## src/sv/pan_tilt_tracker_azimuth_gate_defines.svh

```systemverilog
// assertion macros for the azimuth gate
`ifndef PAN_TILT_TRACKER_AZIMUTH_GATE_DEFINES_SVH
`define PAN_TILT_TRACKER_AZIMUTH_GATE_DEFINES_SVH

// same-cycle implication
`define PTAG_ASSERT_IMP(lbl, ante, cons, msg) \
	lbl: assert property (@(posedge clk) disable iff (!arst_n) (ante) |-> (cons)) \
		else $error(msg);

// next-cycle implication
`define PTAG_ASSERT_NXT(lbl, ante, cons, msg) \
	lbl: assert property (@(posedge clk) disable iff (!arst_n) (ante) |=> (cons)) \
		else $error(msg);

`endif

```

## src/sv/ptag_pkg.sv

```systemverilog
package ptag_pkg;

	localparam int COORD_WIDTH = 16;
	localparam int SCALE_BITS  = 24;
	localparam int CW          = COORD_WIDTH + SCALE_BITS + 2;
	localparam int ZW          = 24;
	localparam int DW          = 19;
	localparam int HVA_WIDTH   = 15;
	localparam int QUEUE_DEPTH = 4;
	localparam int QPTR_W      = 2;

	localparam logic [HVA_WIDTH-1:0] HVA_RESET = 15'd4506;
	localparam logic signed [DW-1:0] FULL_TURN = 19'sd46080;
	localparam logic signed [DW-1:0] HALF_TURN = 19'sd23040;
	localparam logic signed [ZW-1:0] QUARTER_Q14 = 24'sd1474560;
	localparam logic [20:0] HP_OFFSET = 21'd737280;

	localparam logic KIND_POINT = 1'b0;
	localparam logic KIND_POSE  = 1'b1;

	typedef enum logic [1:0] {
		MODE_CMD   = 2'd0,
		MODE_TICK  = 2'd1,
		MODE_POINT = 2'd2
	} mode_t;

	typedef enum logic [7:0] {
		CMD_STOP     = 8'h00,
		CMD_RIGHT    = 8'h02,
		CMD_LEFT     = 8'h04,
		CMD_UP       = 8'h08,
		CMD_DOWN     = 8'h10,
		CMD_ABS_PAN  = 8'h4B,
		CMD_ABS_TILT = 8'h4D
	} cmd_code_t;

	typedef enum logic [1:0] {
		FS_IDLE,
		FS_SUM,
		FS_WRAP
	} front_state_t;

	typedef struct packed {
		logic [1:0]                     mode;
		logic [7:0]                     command_code;
		logic signed [23:0]             command_value;
		logic [15:0]                    elapsed_ticks;
		logic signed [COORD_WIDTH-1:0]  point_x;
		logic signed [COORD_WIDTH-1:0]  point_y;
		logic signed [COORD_WIDTH-1:0]  point_z;
		logic [15:0]                    point_intensity;
		logic                           point_valid;
	} item_t;

	typedef struct packed {
		logic                           result_kind;
		logic signed [COORD_WIDTH-1:0]  out_x;
		logic signed [COORD_WIDTH-1:0]  out_y;
		logic signed [COORD_WIDTH-1:0]  out_z;
		logic [15:0]                    out_intensity;
		logic [15:0]                    pan_angle;
		logic [15:0]                    tilt_angle;
	} result_t;

	// remainder by 45 through a reciprocal multiply and one correction
	function automatic logic [5:0] mod45(input logic [20:0] hp);
		logic [42:0] prod;
		logic [15:0] q;
		logic [21:0] r;
		prod = {22'd0, hp} * 43'd2982617;
		q = prod[42:27];
		r = {1'b0, hp} - 22'({6'd0, q} * 22'd45);
		if (r >= 22'd45) begin
			r = r - 22'd45;
		end
		return r[5:0];
	endfunction

	// atan(2^-i) in 1/16384 degree
	function automatic logic signed [ZW-1:0] atan_q14(input logic [4:0] idx);
		logic signed [ZW-1:0] a;
		case (idx)
			5'd0: a = 24'sd737280;
			5'd1: a = 24'sd435242;
			5'd2: a = 24'sd229970;
			5'd3: a = 24'sd116736;
			5'd4: a = 24'sd58595;
			5'd5: a = 24'sd29326;
			5'd6: a = 24'sd14667;
			5'd7: a = 24'sd7334;
			5'd8: a = 24'sd3667;
			5'd9: a = 24'sd1833;
			5'd10: a = 24'sd917;
			5'd11: a = 24'sd458;
			5'd12: a = 24'sd229;
			5'd13: a = 24'sd115;
			5'd14: a = 24'sd57;
			5'd15: a = 24'sd29;
			5'd16: a = 24'sd14;
			5'd17: a = 24'sd7;
			5'd18: a = 24'sd4;
			5'd19: a = 24'sd2;
			5'd20: a = 24'sd1;
			default: a = 24'sd0;
		endcase
		return a;
	endfunction

endpackage

```

## src/sv/ptag_fifo.sv

```systemverilog
module ptag_fifo import ptag_pkg::*; (
	input  logic    clk,
	input  logic    arst_n,
	input  logic    wr,
	input  result_t wdata,
	output logic    full,
	input  logic    rd,
	output result_t rdata,
	output logic    empty
);

	result_t           mem_q [QUEUE_DEPTH];
	logic [QPTR_W-1:0] wptr_q, rptr_q;
	logic [QPTR_W:0]   count_q;

	assign full  = count_q == (QPTR_W + 1)'(QUEUE_DEPTH);
	assign empty = count_q == '0;
	assign rdata = mem_q[rptr_q];

	always_ff @(posedge clk or negedge arst_n) begin
		if (!arst_n) begin
			wptr_q  <= '0;
			rptr_q  <= '0;
			count_q <= '0;
		end else begin
			if (wr) begin
				wptr_q <= wptr_q + 1'b1;
			end
			if (rd) begin
				rptr_q <= rptr_q + 1'b1;
			end
			count_q <= count_q + (QPTR_W + 1)'(wr) - (QPTR_W + 1)'(rd);
		end
	end

	always_ff @(posedge clk) begin
		if (wr) begin
			mem_q[wptr_q] <= wdata;
		end
	end

endmodule

```

## config.mk

```make
export PLATFORM = sky130hd
export DESIGN_NAME = ptag_fifo
export DESIGN_NICKNAME = d
export VERILOG_FILES = /design/src/sv/pan_tilt_tracker_azimuth_gate_defines.svh /design/src/sv/ptag_pkg.sv /design/src/sv/ptag_fifo.sv
export SDC_FILE = /design/constraint.sdc
export NUM_CORES = 1
export LEC_CHECK = 0
export BUFFER_PORTS_ARGS = -buffer_cell sky130_fd_sc_hd__buf_2
export CORE_AREA = 2 2 210 263
export CTS_BUF_LIST = sky130_fd_sc_hd__clkbuf_4 sky130_fd_sc_hd__clkbuf_8 sky130_fd_sc_hd__clkbuf_16
export CTS_CLUSTER_DIAMETER = 60
export DETAILED_ROUTE_END_ITERATION = 12
export DIE_AREA = 0 0 212 265
export PLACE_DENSITY = 0.52
export SLEW_MARGIN = 30
export SYNTH_ARGS = -nofsm -noshare
export SYNTH_HDL_FRONTEND = slang
export SYNTH_SLANG_ARGS = --single-unit
```

## constraint.sdc

```tcl
create_clock -name clk -period 6.8 [get_ports clk]
set_clock_uncertainty 0.2 [all_clocks]
set_input_delay 0.68 -clock clk [delete_from_list [all_inputs] [get_ports clk]]
set_output_delay 0.68 -clock clk [all_outputs]
set_load 0.01 [all_outputs]
```

* Word level (Yosys, flattened, before mapping)
Memories as Yosys holds them, arrays and structs flattened. Cells that the tools add are included.
Cells by class: add/sub/neg operators 4, eq/ne operators 1, multiplexer cells 2, reductions and logical operators 1
Operator list (count):
- adder 2 x 1 -> 2 bit, second input constant | 2
- adder 3 x 1 -> 3 bit | 1
- equality test 3 bit, second input constant | 1
- logical NOT 3 bit | 1
- subtractor 3 x 1 -> 3 bit | 1
- two-way mux 1 bit | 2
Word-level totals: register bits after elaboration 7, bits in writable memories 388, input bits 101, output and inout bits 99, logic and storage cells 12, memories kept 1
Memories:
- mem_q | depth 4, width 97, read ports 1, clocked after Yosys merged registers in 0, wr ports 1, line ptag_fifo.sv:12 | result_t mem_q [QUEUE_DEPTH];

* Longest topological paths before layout
word-level depth 2, depth in mapped cells 7, depth with buffers taken out 7

* Worst setup path before layout
Ideal clock, no wire load.
kind in2reg, start point input port wr, end point memory mem_q[0][0] (netlist name) (enable), setup time 466 ps, arrival time 2922 ps, required time 6134 ps, setup slack 3212 ps, stages 1, buffers on the path 0, cells stage by stage and2_1
Between the ends: cells in the longest elaborated chain, start to end 2
RTL lines:
- start: declaration | line ptag_fifo.sv:4 | input logic wr,
- two-way mux 1 bit | line ptag_fifo.sv:37 | if (wr) begin
- two-way mux 1 bit (implied by the code) | line ptag_fifo.sv:38 | mem_q[wptr_q] <= wdata;
- end: declaration | line ptag_fifo.sv:12
Every way passes these cells.

==> impl_metrics.toml <==
[routing]
dr.pass1.iters = 4
vias = 6433
dr_wl_met2_microns = 14380
met1Wirelength_microns = 12300
drc = 0
wl_met3_microns = 2098
wirelength_microns = 29560
ant_nets = 0
routed.top_layer = "met5"
viasPerCell = 4.199
dr.first_iter.drc_count = 310
post_drt_wl_per_cell_microns = 19.29

[worst_setup_path]
cp.required_ns = 5.92
rrSetupSlack_ns = 4.02
slowest_delay_ns = 0.90
worst-setup-path-type = "flip-flop to output port"
path_max_fanout = 35
cp-end-kind = "output port"
crit_chain = "buf_4 -> mux4_2 -> buf_2"
cp.arrival_ns = 2.96
critPathLaunchType = "flip-flop"
cp_slowest_cell = "dfrtp_4"

[clock_tree]
path_clk_slew_ns = 0.06
post_cts_buffers = 0
postCtsHoldBufs = 1
numClockSinks = 395
post_cts_resized = 0
clock_path_buffers = 3
cts_max_level = 2
cts_root_buffer = "clkbuf_16"
cts_buffers = 43
tritoncts = "built"
clk_latency_ns = 0.55

[sta]
slew_headroom_pct = 38.18
rsz0062_at_grt = "no"
drv_slew = 0
tightest_slew_ns = 0.9273
period_share_pct = 56.47
fmax_mhz = 260.4
period_needed_ns = 3.840
finalSetupTns_ns = 0
setup_viol = 0
finalHoldViolations = 0

[synthesis]
synth_area_sq_um = 14350
seq_area_frac_synth_pct = 82.40
ys.warnings.count = 0
ys.flop_type = "edfxtp_1"
postSynth.asyncResetShare_pct = 1.772
synth.avg_cell_area_sq_um = 26.53
synth_common_cells = "edfxtp_1 (388), mux4_2 (97), buf_2 (12)"
synthCells = 541
ys_ff_latch = 395
synth_edf_count = 388
synth_nets = 649
ys_top_cells_by_area = "edfxtp_1 (81%), mux4_2 (15%), dfrtp_1 (1.2%)"
ys_types = 18
yosysTopAreaCellShare_pct = 81.18
synth.most_common_cell = "edfxtp_1"
synth_top_area_cell = "edfxtp_1"

[power_and_ir_drop]
switchingPower_uw = 2241
p_comb_share_pct = 26.6
power_uw = 7672
seqPwrFrac_pct = 44.2
clock_power_share_pct = 29.3
vdd_drop_max_mv = 0.2155
power_density_nw_per_um2 = 434.9
p_leak_uw = 0.005924
p_int_uw = 5431
switching_share_pct = 29.21

[floorplan]
die_area_sq_um = 56180
core_area_sq_um = 53610
num_rows = 95
io_pins = 200
fp.dieH_microns = 265
dieWidth_microns = 212
start_util_pct = 26.77

[layout]
multi_input_area_sq_um = 2382
fill_cells = 5089
drive_gt1_share_pct = 47.64
nNetsFinal = 881
area_growth_pct = 22.91
regArea_sq_um = 11830
finalNonFillerCells = 1532

[global_routing]
grt_first_pass_wirelength_microns = 43860
grt_pass1_vias = 7027
grtUsageTotal_pct = 10.55
antenna_found_initial = 1
grt_max_degree = 59
grt_remaining_overflow = 0

[status]
run_status = "completed"

[hold_path]
hp-class = "input port to flip-flop"

[placement]
place_hpwl_microns = 16630
place_congestion = 0.6724
dp.cells = 1453
port-buffer-count = 199

[job]
cap_violations = 0
-- per-stage QoR --
stage                     hold WS [ns]  setup slack [ns]  instance area (sq um)  util, %
after floorplan                 0.1844             3.212                  14350        -
after global placement          0.3248             3.374                  16200    30.21
after detailed placement        0.3213             3.360                  16230    30.27
after CTS                      0.08092             2.743                  17610    32.85
after global routing           0.09396             2.623                  17640    32.90
final                           0.1289             2.960                  17640    32.91
-- placed cells by master (no fill, tap or decap) --
| cell | Yosys | final |
|---|---|---|
| clkinvlp_4 | 0 | 2 |
| inv_6 | 0 | 2 |
| clkinv_1 | 0 | 4 |
| clkinv_8 | 0 | 1 |
| buf_2 | 12 | 199 |
| dfrtp_4 | 0 | 2 |
| dlygate4sd3_1 | 0 | 1 |
| buf_16 | 0 | 2 |
| edfxtp_1 | 388 | 388 |
| nand2_1 | 2 | 2 |
| bufinv_16 | 0 | 1 |
| xor2_1 | 2 | 2 |
| ha_1 | 6 | 6 |
| clkbuf_4 | 0 | 12 |
| fa_1 | 1 | 1 |
| clkbuf_16 | 0 | 44 |
| mux4_2 | 97 | 97 |
| clkinv_2 | 0 | 4 |
| nor3_1 | 1 | 1 |
| clkinv_4 | 0 | 1 |
| inv_8 | 0 | 4 |
| o21ai_0 | 1 | 1 |
| dfrtp_1 | 7 | 5 |
| buf_4 | 1 | 6 |
| buf_6 | 1 | 1 |
| xnor2_1 | 3 | 3 |
| diode_2 | 0 | 1 |
| inv_1 | 6 | 6 |
| and2_4 | 0 | 4 |
| clkbuf_8 | 0 | 1 |
| and3_1 | 1 | 1 |
-- cell type report --
| cell class | count | area share (%) |
|---|---|---|
| Clock inverter | 19 | 0.9504 |
| Inverter | 6 | 0.1277 |
| Timing Repair Buffer | 209 | 6.334 |
| Multi-Input combinational cell | 118 | 13.50 |
| Antenna cell | 1 | 0.01419 |
| Clock buffer | 57 | 6.830 |
| Tap cell | 727 | 5.156 |
| Sequential cell | 395 | 67.08 |
-- worst paths after layout --
kind	end	from	cells past startpoint
worst max-delay path	rdata[14]	rptr_q[0]	3
worst min-delay path	mem_q[1][21]	wdata[21]	1
worst max register to register	mem_q[0][73]	wptr_q[0]	4
worst min register to register	wptr_q[0]	wptr_q[0]	1
max in group asynchronous	rptr_q[1]	arst_n	2
min in group asynchronous	count_q[0]	arst_n	2
-- routing by layer --
layer	GRT usage [%]	vias up
met5	0	-
met4	3.864	2
met3	3.211	47
met2	17.33	185
met1	13.10	3395
li1	-	2804
-- worst max-delay path, delay by kind of cell, from the launching register on --
| family | cells | cell delay [ns] |
|---|---|---|
| DFF | 1 | 0.90 |
| buffers and inverters | 2 | 0.87 |
| muxes | 1 | 0.60 |
-- flip-flops by register name, summed over array words and instances, names as in the netlist --
signal and flops:
wptr_q 2, mem_q 388, count_q 3, rptr_q 2
-- cells by family after synthesis --
kind of cell	share of synthesized area, %
flip-flops	82.40
multiplexers	15.22
buffers and inverters	1.072
AND/OR/NAND/NOR	0.3051
adder cells (fa/ha/maj)	0.6625
XOR/XNOR	0.3052
AO/OA/AOI/OAI	0.03484
-- power groups by stage --
stage / combinational (uW) / sequential, uW / clock, uW
floorplan: 1390 / 3340 / 0
finish: 2040 / 3390 / 2250
global placement: 2040 / 3490 / 0
detailed placement: 2120 / 3460 / 0
global route: 2230 / 3440 / 2420
CTS: 2120 / 3400 / 2330
No activity file was read; power rests on OpenSTA's default activity.
